### src/hdl/sitoa_pkg.sv
// Shared types, constants and the microcode table for the signed integer to
// decimal ASCII converter. No dependencies.
package sitoa_pkg;

   localparam int VALUE_WIDTH       = 32;
   localparam int NUM_DIGITS        = 10;
   localparam int DIGIT_INDEX_WIDTH = 4;
   localparam int SHIFT_COUNT_WIDTH = 5;
   localparam int PC_WIDTH          = 2;

   localparam logic [SHIFT_COUNT_WIDTH-1:0] SHIFT_LAST = SHIFT_COUNT_WIDTH'(VALUE_WIDTH - 1);

   localparam logic [7:0] ASCII_ZERO  = 8'h30;
   localparam logic [7:0] ASCII_MINUS = 8'h2D;

   // Microcode step addresses
   localparam logic [PC_WIDTH-1:0] STEP_LOAD  = 2'd0;
   localparam logic [PC_WIDTH-1:0] STEP_SHIFT = 2'd1;
   localparam logic [PC_WIDTH-1:0] STEP_SIGN  = 2'd2;
   localparam logic [PC_WIDTH-1:0] STEP_DIGIT = 2'd3;

   typedef enum logic [1:0] {
      OP_LOAD  = 2'd0,
      OP_SHIFT = 2'd1,
      OP_SIGN  = 2'd2,
      OP_DIGIT = 2'd3
   } op_type;

   typedef struct packed {
      op_type              op;
      logic [PC_WIDTH-1:0] loop_target;
      logic [PC_WIDTH-1:0] exit_target;
   } ctrl_word_type;

   typedef struct packed {
      logic go;    // current step may complete this cycle
      logic done;  // take exit target instead of loop target
   } status_type;

   // Read-only control store: one word per step
   function automatic ctrl_word_type microcode(input logic [PC_WIDTH-1:0] pc);
      ctrl_word_type word;
      begin
         case (pc)
            STEP_LOAD:  word = '{op: OP_LOAD,  loop_target: STEP_LOAD,  exit_target: STEP_SHIFT};
            STEP_SHIFT: word = '{op: OP_SHIFT, loop_target: STEP_SHIFT, exit_target: STEP_SIGN};
            STEP_SIGN:  word = '{op: OP_SIGN,  loop_target: STEP_SIGN,  exit_target: STEP_DIGIT};
            STEP_DIGIT: word = '{op: OP_DIGIT, loop_target: STEP_DIGIT, exit_target: STEP_LOAD};
            default:    word = '{op: OP_LOAD,  loop_target: STEP_LOAD,  exit_target: STEP_SHIFT};
         endcase
         return word;
      end
   endfunction

endpackage

### src/hdl/sitoa_seq.sv
// Microcode sequencer: step counter, control store lookup and jump logic.
// Depends on sitoa_pkg.
module sitoa_seq (
   input  logic                    clock,
   input  logic                    reset,
   input  sitoa_pkg::status_type   status,
   output sitoa_pkg::ctrl_word_type ctrl
);

   logic [sitoa_pkg::PC_WIDTH-1:0] pc_ff;
   logic [sitoa_pkg::PC_WIDTH-1:0] pc_in;

   assign ctrl = sitoa_pkg::microcode(pc_ff);

   // hold while the step waits, else loop or exit
   always_comb begin
      pc_in = pc_ff;
      if (status.go) begin
         pc_in = status.done ? ctrl.exit_target : ctrl.loop_target;
      end
   end

   always_ff @(posedge clock) begin
      if (reset) begin
         pc_ff <= sitoa_pkg::STEP_LOAD;
      end else begin
         pc_ff <= pc_in;
      end
   end

endmodule

### src/hdl/sitoa_dp.sv
// Datapath: magnitude and BCD registers with shift-add-3 conversion, digit
// pointer and the result register. Depends on sitoa_pkg.
module sitoa_dp (
   input  logic                     clock,
   input  logic                     reset,
   input  sitoa_pkg::ctrl_word_type ctrl,
   output sitoa_pkg::status_type    status,
   input  logic                     req_valid,
   output logic                     req_stall,
   input  logic signed [31:0]       req_value,
   output logic                     rsp_valid,
   input  logic                     rsp_stall,
   output logic [7:0]               rsp_character,
   output logic                     rsp_last_char
);

   localparam int VW = sitoa_pkg::VALUE_WIDTH;
   localparam int ND = sitoa_pkg::NUM_DIGITS;

   logic [VW-1:0]                              mag_ff, mag_in;
   logic [ND-1:0][3:0]                         bcd_ff, bcd_in;
   logic [ND-1:0][3:0]                         bcd_adj;
   logic [sitoa_pkg::SHIFT_COUNT_WIDTH-1:0]    cnt_ff, cnt_in;
   logic [sitoa_pkg::DIGIT_INDEX_WIDTH-1:0]    idx_ff, idx_in;
   logic [sitoa_pkg::DIGIT_INDEX_WIDTH-1:0]    lead_idx;
   logic                                       neg_ff, neg_in;
   logic                                       rsp_valid_ff, rsp_valid_in;
   logic [7:0]                                 rsp_char_ff, rsp_char_in;
   logic                                       rsp_last_ff, rsp_last_in;
   logic [VW-1:0]                              raw;
   logic                                       out_free;
   logic                                       emit;

   assign raw      = req_value;
   assign out_free = !rsp_valid_ff || !rsp_stall;
   assign req_stall = (ctrl.op != sitoa_pkg::OP_LOAD);

   // add 3 to every digit at five or above before the shift
   always_comb begin
      for (int i = 0; i < ND; i++) begin
         bcd_adj[i] = (bcd_ff[i] >= 4'd5) ? bcd_ff[i] + 4'd3 : bcd_ff[i];
      end
   end

   // highest nonzero digit, zero when the whole number is zero
   always_comb begin
      lead_idx = '0;
      for (int i = 0; i < ND; i++) begin
         if (bcd_ff[i] != 4'd0) begin
            lead_idx = sitoa_pkg::DIGIT_INDEX_WIDTH'(i);
         end
      end
   end

   always_comb begin
      status.go   = 1'b0;
      status.done = 1'b1;
      case (ctrl.op)
         sitoa_pkg::OP_LOAD: begin
            status.go = req_valid;
         end
         sitoa_pkg::OP_SHIFT: begin
            status.go   = 1'b1;
            status.done = (cnt_ff == sitoa_pkg::SHIFT_LAST);
         end
         sitoa_pkg::OP_SIGN: begin
            status.go = !neg_ff || out_free;
         end
         sitoa_pkg::OP_DIGIT: begin
            status.go   = out_free;
            status.done = (idx_ff == '0);
         end
         default: begin
            status.go = 1'b0;
         end
      endcase
   end

   always_comb begin
      mag_in      = mag_ff;
      bcd_in      = bcd_ff;
      cnt_in      = cnt_ff;
      idx_in      = idx_ff;
      neg_in      = neg_ff;
      emit        = 1'b0;
      rsp_char_in = rsp_char_ff;
      rsp_last_in = rsp_last_ff;
      case (ctrl.op)
         sitoa_pkg::OP_LOAD: begin
            if (req_valid) begin
               neg_in = raw[VW-1];
               mag_in = raw[VW-1] ? (~raw + VW'(1)) : raw;
               bcd_in = '0;
               cnt_in = '0;
            end
         end
         sitoa_pkg::OP_SHIFT: begin
            // shift the whole BCD vector left, magnitude MSB enters at the bottom
            bcd_in = {bcd_adj[ND-1][2:0], bcd_adj[ND-2:0], mag_ff[VW-1]};
            mag_in = {mag_ff[VW-2:0], 1'b0};
            cnt_in = cnt_ff + sitoa_pkg::SHIFT_COUNT_WIDTH'(1);
         end
         sitoa_pkg::OP_SIGN: begin
            idx_in = lead_idx;
            if (neg_ff && out_free) begin
               emit        = 1'b1;
               rsp_char_in = sitoa_pkg::ASCII_MINUS;
               rsp_last_in = 1'b0;
            end
         end
         sitoa_pkg::OP_DIGIT: begin
            if (out_free) begin
               emit        = 1'b1;
               rsp_char_in = sitoa_pkg::ASCII_ZERO + {4'd0, bcd_ff[idx_ff]};
               rsp_last_in = (idx_ff == '0);
               idx_in      = idx_ff - sitoa_pkg::DIGIT_INDEX_WIDTH'(1);
            end
         end
         default: begin
            emit = 1'b0;
         end
      endcase
   end

   // load on emit, drop once taken
   always_comb begin
      rsp_valid_in = rsp_valid_ff;
      if (emit) begin
         rsp_valid_in = 1'b1;
      end else if (!rsp_stall) begin
         rsp_valid_in = 1'b0;
      end
   end

   always_ff @(posedge clock) begin
      if (reset) begin
         rsp_valid_ff <= 1'b0;
      end else begin
         rsp_valid_ff <= rsp_valid_in;
      end
   end

   always_ff @(posedge clock) begin
      mag_ff      <= mag_in;
      bcd_ff      <= bcd_in;
      cnt_ff      <= cnt_in;
      idx_ff      <= idx_in;
      neg_ff      <= neg_in;
      rsp_char_ff <= rsp_char_in;
      rsp_last_ff <= rsp_last_in;
   end

   assign rsp_valid     = rsp_valid_ff;
   assign rsp_character = rsp_char_ff;
   assign rsp_last_char = rsp_last_ff;

endmodule

### src/hdl/signed_int_to_decimal_ascii.sv
// Top level of the signed integer to decimal ASCII converter.
// Depends on sitoa_pkg, sitoa_seq and sitoa_dp.
//
// Each request carries one signed 32-bit value; the block answers with its
// decimal text, one ASCII character per response, most significant first,
// with a leading '-' for negative values and rsp_last_char set on the final
// digit. Zero gives the single character '0'; the most negative value gives
// "-2147483648". A short microcode program drives the datapath: one step
// takes the request and forms the unsigned magnitude, one step runs 32
// times to build ten BCD digits by shift-and-add-3, one step finds the
// leading digit and sends the sign, and one step repeats to send each digit.
// The sign rides in the step that finds the leading digit, and the block
// takes no new request until its last digit has been sent. Responses leave
// through an output register, so the last character can wait on rsp_stall
// while the next request is taken and converted. No state is kept between
// requests.
module signed_int_to_decimal_ascii (
   input  logic              clock,
   input  logic              reset,
   input  logic              req_valid,
   output logic              req_stall,
   input  logic signed [31:0] req_value,
   output logic              rsp_valid,
   input  logic              rsp_stall,
   output logic [7:0]        rsp_character,
   output logic              rsp_last_char
);

   sitoa_pkg::ctrl_word_type ctrl;
   sitoa_pkg::status_type    status;

   // step counter and control store
   sitoa_seq u_seq (
      .clock  (clock),
      .reset  (reset),
      .status (status),
      .ctrl   (ctrl)
   );

   // conversion registers and response register
   sitoa_dp u_dp (
      .clock         (clock),
      .reset         (reset),
      .ctrl          (ctrl),
      .status        (status),
      .req_valid     (req_valid),
      .req_stall     (req_stall),
      .req_value     (req_value),
      .rsp_valid     (rsp_valid),
      .rsp_stall     (rsp_stall),
      .rsp_character (rsp_character),
      .rsp_last_char (rsp_last_char)
   );

endmodule
### config.mk
export PLATFORM = sky130hd
export DESIGN_NAME = signed_int_to_decimal_ascii
export DESIGN_NICKNAME = d
export VERILOG_FILES = /design/src/hdl/sitoa_pkg.sv /design/src/hdl/sitoa_seq.sv /design/src/hdl/sitoa_dp.sv /design/src/hdl/signed_int_to_decimal_ascii.sv
export SDC_FILE = /design/constraint.sdc
export NUM_CORES = 1
export LEC_CHECK = 0
export ABC_AREA = 1
export BUFFER_PORTS_ARGS = -buffer_cell sky130_fd_sc_hd__buf_4
export CAP_MARGIN = 20
export CELL_PAD_IN_SITES_DETAIL_PLACEMENT = 1
export CELL_PAD_IN_SITES_GLOBAL_PLACEMENT = 2
export CORE_ASPECT_RATIO = 0.75
export CORE_UTILIZATION = 30
export CTS_BUF_LIST = sky130_fd_sc_hd__clkbuf_16
export DETAILED_ROUTE_END_ITERATION = 6
export PLACE_DENSITY = 0.72
export RECOVER_POWER = 25
export SLEW_MARGIN = 20
export SYNTH_ARGS = -nofsm -noshare
export SYNTH_HDL_FRONTEND = slang
export SYNTH_SLANG_ARGS = --single-unit
### constraint.sdc
create_clock -name clock -period 3.2 [get_ports clock]
set_input_delay 0.16 -clock clock [delete_from_list [all_inputs] [get_ports clock]]
set_output_delay 0.16 -clock clock [all_outputs]
set_load 0.01 [all_outputs]
After elaboration in Yosys (flattened, before gate mapping)
Index checks and enable logic that the tools add are counted.

storage, ports and cells
  flip-flop bits (word level) = 94
  input bits = 36
  output and inout port bits = 11
  logic and storage cells = 125

operators by class
  add/sub/neg operators = 14
  order comparisons = 11
  eq/ne operators = 11
  multiplexer cells = 45
  bitwise logic cells = 1
  reduce and logical (&&, ||, !) cells = 25

operators with widths
  kind                     count
  $pmux W40 S2             1
  $mux W32                 2
  $pmux W32 S2             1
  $mux W4                  13
  $ge A4 B3 Y1 const B     10
  $mux W40                 1
  $add A4 B2 Y4 const B    9
  $reduce_bool A4 Y1       9
  $add A32 B1 Y32 const B  1
  $not A32 Y32             1
  $pmux W6 S4              1
  $bmux W4 S4              1
  $mux W8                  2
  $pmux W8 S2              1
  $mux W3                  5
  $pmux W5 S2              1
  $eq A2 B2 Y1 const B     4
  $pmux W4 S2              1
  $add A6 B4 Y7 const A    1
  $mux W1                  7
  $mux W2                  3
  $ne A2 B1 Y1 const B     3
  $pmux W1 S2              3
  $reduce_and A2 Y1        3
  other kinds (16)         23

Depth between registers and ports, before layout
Gate-level depths: netlist of run 1.

  word-level depth = 11
  depth in mapped cells = 12
  gate-level depth less buffers = 12

Modules after synthesis
Synthesis of run 1 repeated with hierarchy kept, for this count alone.

unflattened totals
  cell total of the unflattened synthesis = 724
  area total of the unflattened synthesis = 6017.0 um^2

modules (own cells, without submodules)
  module     times used  cells an instance  area an instance (um^2)  sequential area each (um^2)
  sitoa_dp   1           695                5810.6                   2662.6
  sitoa_seq  1           29                 206.4                    40.0

Worst setup path after synthesis of run 1
OpenSTA, ideal clock, no wires.

  kind = register to register
  start point = register u_seq.pc_ff[0] (netlist name)
  end point = register u_dp.bcd_ff[0] (netlist name) (enable)
  library setup time = 0.431 ns
  arrival time = 2.352 ns
  required time = 2.769 ns
  slack = 0.417 ns
  cell stages (with the launch flop) = 6
  path buffers = 0
  clock period less this slack = 2.783 ns
  cell sequence = dfxtp_1 -> inv_1 -> ha_1 -> inv_1 -> a21oi_1 -> inv_1

between the ends
  longest elaborated chain between the ends = 5
  elaborated cells between the ends (all ways) = 10
  classes of those cells = eq/ne: 5; mux: 1; reduce/logical: 4

ends and longest elaborated chain
  item                                                                        RTL line         source
  start: declaration                                                          sitoa_seq.sv:10  logic [sitoa_pkg::PC_WIDTH-1:0] pc_ff;
  start signal: assignment                                                    sitoa_seq.sv:25  pc_ff <= sitoa_pkg::STEP_LOAD;
  start signal: assignment                                                    sitoa_seq.sv:27  pc_ff <= pc_in;
  $eq A2 B2 Y1, or another cell as far along                                  sitoa_pkg.sv:44  case (pc)
  $pmux W6 S4 (*)                                                             sitoa_pkg.sv:44
  $eq A2 B1 Y1 / $logic_not A2 Y1 (equally long branches)                     sitoa_dp.sv:88   case (ctrl.op)
  $reduce_bool A2 Y1 (no source line) / $ne A2 B2 Y1 (equally long branches)  --
  $reduce_and A2 Y1 (no source line) (*)                                      --
  end signal: assignment                                                      sitoa_dp.sv:145  bcd_ff <= bcd_in;
  end: declaration                                                            sitoa_dp.sv:21   logic [ND-1:0][3:0] bcd_ff, bcd_in;

Mark *: on every way between the ends. The rest lies on a longest branch, timed or not.
A chain may end at the register's enable or synchronous reset.

Worst setup path in the final report of run 1
  start point = register u_seq.pc_ff[1] (netlist name)
  end point = register u_dp.mag_ff[11], data pin

between the ends
  longest elaborated chain between the ends = 4
  elaborated cells between the ends (all ways) = 8
  classes of those cells = eq/ne: 4; mux: 2; reduce/logical: 2

ends and longest elaborated chain
  item                                                     RTL line         source
  $eq A2 B2 Y1, or another cell as far along               sitoa_pkg.sv:44
  $pmux W6 S4 (*)                                          sitoa_pkg.sv:44
  $eq A2 B1 Y1 / $logic_not A2 Y1 (equally long branches)  sitoa_dp.sv:88
  $pmux W32 S2 (*)                                         sitoa_dp.sv:88
  net u_dp.mag_in[11]                                      sitoa_dp.sv:20   logic [VW-1:0] mag_ff, mag_in;
  end signal: assignment                                   sitoa_dp.sv:144  mag_ff <= mag_in;
  end: declaration                                         sitoa_dp.sv:20

The timed path passes the listed nets; every way through them passes the cells marked *.

==> metrics.csv, run 1 <==
metric;value;unit
Hold Crit Class;in -> reg;
pre-CTS setup slack;1.13;ns
power per cell area;869;nW/um2
Slew HR;-5.27;%
CTS tree;done;
die extent in x;164;um
status;finished with violations;
grt ovf;0;
initial DRC count;319;
Critical Path AT;2.54;ns
Switching Power;0.00245;W
Least-Margin Pin Slew;1.58;ns
CP startpoint kind;register;
pin count of the biggest net entering global routing;63;
most frequent cells in the layout;147 x nand2_1, 98 x inv_1, 88 x edfxtp_1;
Post-synth EDFFs;88;
# IOs;47;
crit path max-delay cell type;clkbuf_2;
worst setup margin;0.767;ns
sw frac;41.9;%
Max IR drop VDD;450;uV
Buf/Inv on CP;3;
final antenna-violating net count;0;
fin crit share;76.0;%
combinational group share of total power;40.6;%
DP Area;6500;um2
Worst path max stage delay;0.82;ns
Row Count;44;
Post-route DRC;0;
fin. max-slew vios;33;
Mapped Area;5920;um2
LEAKAGE;2.82;nW
Via Count;5078;
Internal Power;0.00340;W
Worst EP required;3.30;ns
gpl congestion;0.802;
Flop pwr share;41.3;%
async set-reset flop share out of synthesis;0;%
Max Fclk;411;MHz
antenna diode count;0;
count of final hold-check violations;0;
Critical Path Most Common Cell;inv_1;
Setup Viol. Count Final;0;
Chip Height;124;um
hpwl dp;12.7;mm
crit path cell chain;inv_1, ha_1, inv_1, clkbuf_2, o21ai_0, a21oi_1, nor2_1;
vias in the first global route;5190;
GRT Overall Usage;17.7;%
Distinct cells, synth;41;
post-CTS sizing;0;
wire length of the first global-routing pass;27.5;mm
worst clock skew;0.00983;ns
Num CTS Buffers;9;
H-Tree Level Count;3;
post-CTS setup repair buffer count;0;
nets;837;
Core Box Area;19300;um2
Setup crit end kind;register;
MaxCap Viol Count;1;
drt total wl;16.8;mm
critical path's top delay family;buffers and inverters;
clock buffer depth;2;
DIE AREA;20300;um2
total power;0.00585;W
vias per cell;4.93;
RSZ-0062 raised after global routing;false;
Main synth FF type;edfxtp_1;
drt first pass iters;4;
Routed wire per std cell;16.3;um
failing checks;capacitance limit, slew limit;
Layout Area Growth over Synthesis;13.6;%
hold_buf cts;0;
post-route setup TNS;0;ns
input/output buffers;43;
layout cells sized above 1;8.23;%
antenna violations before repair;0;
commonest non-fill, non-tap cell in the layout;nand2_1;
number of synthesis warnings;0;
Initial Utilization;30.6;%
Synth Register Bits;91;
CTS root buffer;clkbuf_16;
gate count of the mapped netlist;737;
Seq/Total Area, Yosys;45.6;%
Clock power frac;18.1;%
Mean Syn Cell Area;8.04;um2
minimum clock period;2.43;ns
CTS Sinks;91;
final instance area;6730;um2
Reg clk slew, reported paths;0.07;ns
maximum fanout along the worst path;44;
WS Path Type;reg -> reg;
Skew-Pair Late Insertion Delay;0.35;ns
## routing by layer
metal  track usage (%)  vias up  share of wire, %
met3              3.63        6               4.3
li1                  -     2544                 -
met5                 0        -                 0
met4              3.18        0              0.57
met1              26.0     2456                53
met2              26.8       72                42
## worst paths after layout
path                   start         endpoint  slack [ns]  cells past startpoint
max           u_seq.pc_ff[1]  u_dp.mag_ff[11]        0.77                      7
min                    reset   u_dp.rsp_valid        0.08                      4
max reg2reg   u_seq.pc_ff[1]  u_dp.mag_ff[11]        0.77                      7
min reg2reg  u_dp.mag_ff[31]   u_dp.bcd_ff[0]        0.52                      2
## worst reg2reg max path, stage by stage (launching register included)
cell and delay [ns]:
dfxtp_1 0.37, inv_1 0.08, ha_1 0.21, inv_1 0.19
clkbuf_2 0.82, o21ai_0 0.22, a21oi_1 0.24, nor2_1 0.07
## registers in the layout (all words and copies together) (netlist names)
signal / cells
u_dp.neg_ff: 1
u_dp.idx_ff: 4
u_dp.cnt_ff: 5
u_dp.bcd_ff: 40
u_dp.rsp_character: 5
u_dp.mag_ff: 32
u_seq.pc_ff: 2
u_dp.rsp_valid: 1
u_dp.rsp_last_char: 1
## final cells by class
class | instances | area [um2]
Inverter | 100 | 375
Clock buffer | 9 | 225
Sequential cell | 91 | 2700
Multi-Input combinational cell | 523 | 2710
Fill cell | 2331 | 12600
Tap cell | 253 | 317
Timing Repair Buffer | 48 | 334
Clock inverter | 7 | 62.6
## cells in the mapped netlist, types with 3 or more instances
cell type	n	share of area, %
nor2_1	86	5.5
nand3_1	49	4.1
xor2_1	15	2.2
ha_1	28	5.9
clkbuf_1	6	0.38
o211ai_1	6	0.76
nand2_1	147	9.3
o22ai_1	8	0.85
inv_1	96	6.1
edfxtp_1	88	45
buf_4	6	0.76
a31oi_1	4	0.42
dfxtp_1	3	1.0
a21oi_1	60	5.1
nand4_1	7	0.74
nor3_1	8	0.68
o211a_1	3	0.51
o21ai_0	78	6.6
buf_2	9	0.76
## power by group through the flow
stage	Combinational [W]	Clock [W]	Sequential (W)
finish	0.00237	0.00106	0.00241
global route	0.00275	0.00113	0.00248
CTS	0.00247	0.00109	0.00241
detailed placement	0.00246	0	0.00243
global placement	0.00235	0	0.00241
floorplan	0.00174	0	0.00231
## per-stage QoR
step / util [%] / hold slack, ns / cells
2_1_floorplan: - / 0.259 / 738
4_1_cts: 35.1 / 0.0773 / 1031
3_3_place_gp: 33.6 / 0.432 / 1015
3_5_place_dp: 33.6 / 0.455 / 1015
6_report: 34.8 / 0.0794 / 1031
5_1_grt: 34.8 / 0.0825 / 1031
## kinds of logic (layout without fill, tap and decap cells)
kind of cell | count (synthesis) | count (layout) | share of synthesized area [%]
xor gates and xnor gates | 16 | 16 | 2.37
other | 2 | 3 | 0.127
adders and majority gates | 28 | 28 | 5.92
DFF | 91 | 91 | 45.6
and+or+nand+nor | 310 | 310 | 22.2
buffers and inverters | 124 | 164 | 8.56
AOI/OAI and AO/OA | 166 | 166 | 15.2
No activity file was read; power rests on OpenSTA's default activity.
==> run 2: changes to the inputs <==
--- a/config.mk
+++ b/config.mk
@@ -5,7 +5,7 @@
 export SDC_FILE = /design/constraint.sdc
 export NUM_CORES = 1
 export LEC_CHECK = 0
-export ABC_AREA = 1
+export ABC_AREA = 0
 export BUFFER_PORTS_ARGS = -buffer_cell sky130_fd_sc_hd__buf_4
 export CAP_MARGIN = 20
 export CELL_PAD_IN_SITES_DETAIL_PLACEMENT = 1
@@ -14,7 +14,7 @@
 export CORE_UTILIZATION = 30
 export CTS_BUF_LIST = sky130_fd_sc_hd__clkbuf_16
 export DETAILED_ROUTE_END_ITERATION = 6
-export PLACE_DENSITY = 0.72
+export PLACE_DENSITY = 0.68
 export RECOVER_POWER = 25
 export SLEW_MARGIN = 20
 export SYNTH_ARGS = -nofsm -noshare
==> constraint.sdc (replaced) <==
create_clock -name clock -period 2.4 [get_ports clock]
set_input_delay 0.12 -clock clock [delete_from_list [all_inputs] [get_ports clock]]
set_output_delay 0.12 -clock clock [all_outputs]
set_load 0.01 [all_outputs]
==> metrics.csv, run 2 <==
metric;value;unit;change
Compound-Gate Fraction of Synth Area;14.1;%;-1.1 points
Core Box Area;19400;um2;+0.57%
Chip Height;124;um;+0.51%
crit path max-delay cell type;a2111oi_0;;
Layout Utilization;36.1;%;+1.3 points
CTS Sinks;91;;unchanged
most frequent cells in the layout;88 x edfxtp_1, 56 x buf_4, 48 x nor2_1;;
xor/xnor cell area share of the yosys netlist;5.12;%;+2.8 points
met2 Usage GRT;24.5;%;-2.4 points
Hold Crit Class;in -> reg;;
Routed wire per std cell;17.4;um;+7.1%
Worst path max stage delay;0.45;ns;-0.37 ns
met1 Track Usage GR;22.9;%;-3.1 points
fin crit share;90.5;%;+14 points
worst reg2reg startpoint;u_dp.cnt_ff[0];;
initial DRC count;219;;-31%
async set-reset flop share out of synthesis;0;%;unchanged
worst clock skew;0.0123;ns;+0.00249 ns
fin. max-slew vios;0;;-100%
Post-route DRC;0;;unchanged
count of final hold-check violations;0;;unchanged
DIE AREA;20500;um2;+1.0%
pin count of the biggest net entering global routing;70;;+11%
worst r2r dst;u_seq.pc_ff[1];;
crit path launch;u_dp.cnt_ff[0];;
WS Path Type;reg -> reg;;
GR peak layer;met2;;
Fillers;2194;;-5.9%
grt ovf;0;;unchanged
vias per cell;5.23;;+6.2%
antenna violations before repair;0;;unchanged
vias in the first global route;4882;;-5.9%
Area contributors post-synth;edfxtp_1 44%, ha_1 5.9%, xnor2_1 3.7%, mux4_2 3.0%, nor2_1 3.0%;;
Distinct cells, synth;61;;+49%
commonest non-fill, non-tap cell in the layout;edfxtp_1;;
Regs by FF count;u_dp.bcd_ff: 40 flops, u_dp.mag_ff: 32 flops;;
Slew HR;41.2;%;+46 points
top-count cell post-synth;edfxtp_1;;
CTS root buffer;clkbuf_16;;
post-CTS sizing;0;;unchanged
Mapped Area;5980;um2;+1.0%
Row Count;44;;unchanged
maximum fanout along the worst path;3;;-93%
r2r setup slk;0.23;ns;-0.54 ns
Setup crit end kind;register;;
drt total wl;15.6;mm;-6.7%
Via Count;4695;;-7.5%
wire length of the first global-routing pass;25.8;mm;-6.1%
post-CTS setup repair buffer count;0;;unchanged
Reg clk slew, reported paths;0.07;ns;about the same
Layout Area Growth over Synthesis;17.2;%;
hpwl dp;11.4;mm;-10%
final antenna-violating net count;0;;unchanged
Max Fclk;460;MHz;+12%
area of the multi-input gates;3030;um2;+12%
Max IR drop VDD;443;uV;-1.6%
Synth Register Bits;91;;unchanged
number of synthesis warnings;0;;unchanged
Least-Margin Pin Slew;0.882;ns;-0.697 ns
MaxCap Viol Count;0;;-1
input/output buffers;43;;unchanged
worst setup margin;0.228;ns;-0.538 ns
main combinational cell family by area after synthesis;simple AND/OR/NAND/NOR gates;;
Post-synth EDFFs;88;;unchanged
layout cells sized above 1;14.4;%;+6.2 points
Worst EP required;2.66;ns;-0.64 ns
minimum clock period;2.17;ns;-0.262 ns
# IOs;47;;unchanged
post-synthesis mux area share;5.25;%;+5.2 points
GRT Overall Usage;16.0;%;-1.7 points
Initial Utilization;30.8;%;+0.14 points
FF+latch area;2700;um2;unchanged
gate count of the mapped netlist;590;;-20%
max reg flops;40;;unchanged
CTS tree;done;;
M3 GR Usage;3.73;%;+0.10 points
adder-cell area share of the yosys netlist;5.86;%;-0.061 points
nets;704;;-16%
worst setup path endpoint;u_seq.pc_ff[1];;
status;finished clean;;
Synth top cells by count;88 x edfxtp_1, 48 x nor2_1, 39 x nand2_1, 35 x inv_1, 31 x o21ai_0;;
power per cell area;1210;nW/um2;+39%
Critical Path Most Common Cell;ha_1;;
R2R cell count;7;;unchanged
Critical Path AT;2.43;ns;-0.11 ns
Mean Syn Cell Area;10.1;um2;+26%
CP startpoint kind;register;;
drt first pass iters;5;;+1
RSZ-0062 raised after global routing;false;;
LEAKAGE;2.65;nW;-6.2%
clock buffer depth;2;;unchanged
gpl congestion;0.835;;+4.1%
post-route setup TNS;0;ns;unchanged
Num CTS Buffers;9;;unchanged
die extent in x;165;um;+0.51%
pre-CTS setup slack;-0.0677;ns;-1.20 ns
simple-gate area share of the yosys netlist;19.9;%;-2.3 points
Top reg by flops;u_dp.bcd_ff;;
crit path cell chain;ha_1, and3_1, ha_1, nand2b_1, a2111oi_0, a221oi_1, a311oi_1;;
antenna diode count;0;;unchanged
Synth top area share;44.2;%;-0.46 points
Skew-Pair Late Insertion Delay;0.35;ns;about the same
Seq/Total Area, Yosys;45.2;%;-0.47 points
Yosys top cell by area;edfxtp_1;;
H-Tree Level Count;3;;unchanged
Main synth FF type;edfxtp_1;;
Setup Viol. Count Final;0;;unchanged
## run 2: changes by cell type after synthesis, sizes merged, moves of 11 or more
cell | before | now
a21o | 0 | 11
nand3 | 51 | 15
nor2 | 90 | 48
and3 | 0 | 25
nand2b | 0 | 21
nand2 | 148 | 39
xnor2 | 1 | 25
inv | 98 | 35
a211oi | 1 | 12
a21oi | 60 | 25
o21ai | 81 | 31
clkbuf | 6 | 21
## run 2: layer usage
layer	share of wire [%]	vias up	wire (um)
met3	3.8	6	594
li1	-	2290	-
met1	51	2332	8000
met5	0	-	0
met4	0.58	0	91
met2	44	67	6950
## run 2: cells by family after synthesis
kind of cell / count (synthesis)
buffers and inverters: 67
AOI/OAI and AO/OA: 124
DFF: 91
other: 2
xor gates and xnor gates: 35
adders and majority gates: 28
and+or+nand+nor: 222
muxes: 21
## run 2: power by group
group | total (W) | leakage [nW] | internal [W] | switching [W]
logic | 0.00348 | 1.62 | 0.00151 | 0.00198
clock network | 0.00155 | 0.151 | 0.000910 | 0.000637
registers | 0.00344 | 0.879 | 0.00279 | 0.000644
total | 0.00846 | 2.65 | 0.00521 | 0.00326
## run 2: stage by stage
stage          hold WS (ns)  total power [W]  instances  cell area, um2
4_1_cts              0.0434          0.00861        898            7050
3_5_place_dp          0.314          0.00701        881            6720
5_1_grt               0.106          0.00911        898            7010
2_1_floorplan         0.192          0.00577        591            5990
6_report             0.0534          0.00846        898            7010
3_3_place_gp          0.306          0.00679        881            6720
## run 2: timing repair
action                     in CTS  in global routing
hold endpoints to repair        3                  0
hold buffers                    1                  0
setup endpoints to repair       0                  0
## run 2: worst max-delay path, delay by kind of cell (launching register included)
family | cells | cell delay, ns
flops | 1 | 0.44
simple gates | 2 | 0.39
compound gates | 3 | 0.83
fa+ha+maj | 2 | 0.42
## run 2: worst min-delay path by stage
stage | startpoint | to | slack (ns) | cells past startpoint
after CTS | rsp_stall | u_dp.rsp_valid | 0.04 | 3
after floorplan | reset | u_seq.pc_ff[0] | 0.19 | 1
after detailed placement | reset | u_dp.rsp_valid | 0.31 | 2
final | rsp_stall | u_dp.rsp_valid | 0.05 | 3
after global placement | reset | u_dp.rsp_valid | 0.31 | 2
after global routing | rsp_stall | u_dp.rsp_valid | 0.11 | 3
## run 2: cell type report
cell class                      instances  area share, %
Multi-Input combinational cell        433           43.1
Inverter                               35           1.87
Sequential cell                        91           38.5
Clock buffer                            9           3.21
Tap cell                              253           4.51
Timing Repair Buffer                   70           7.41
Clock inverter                          7           1.30
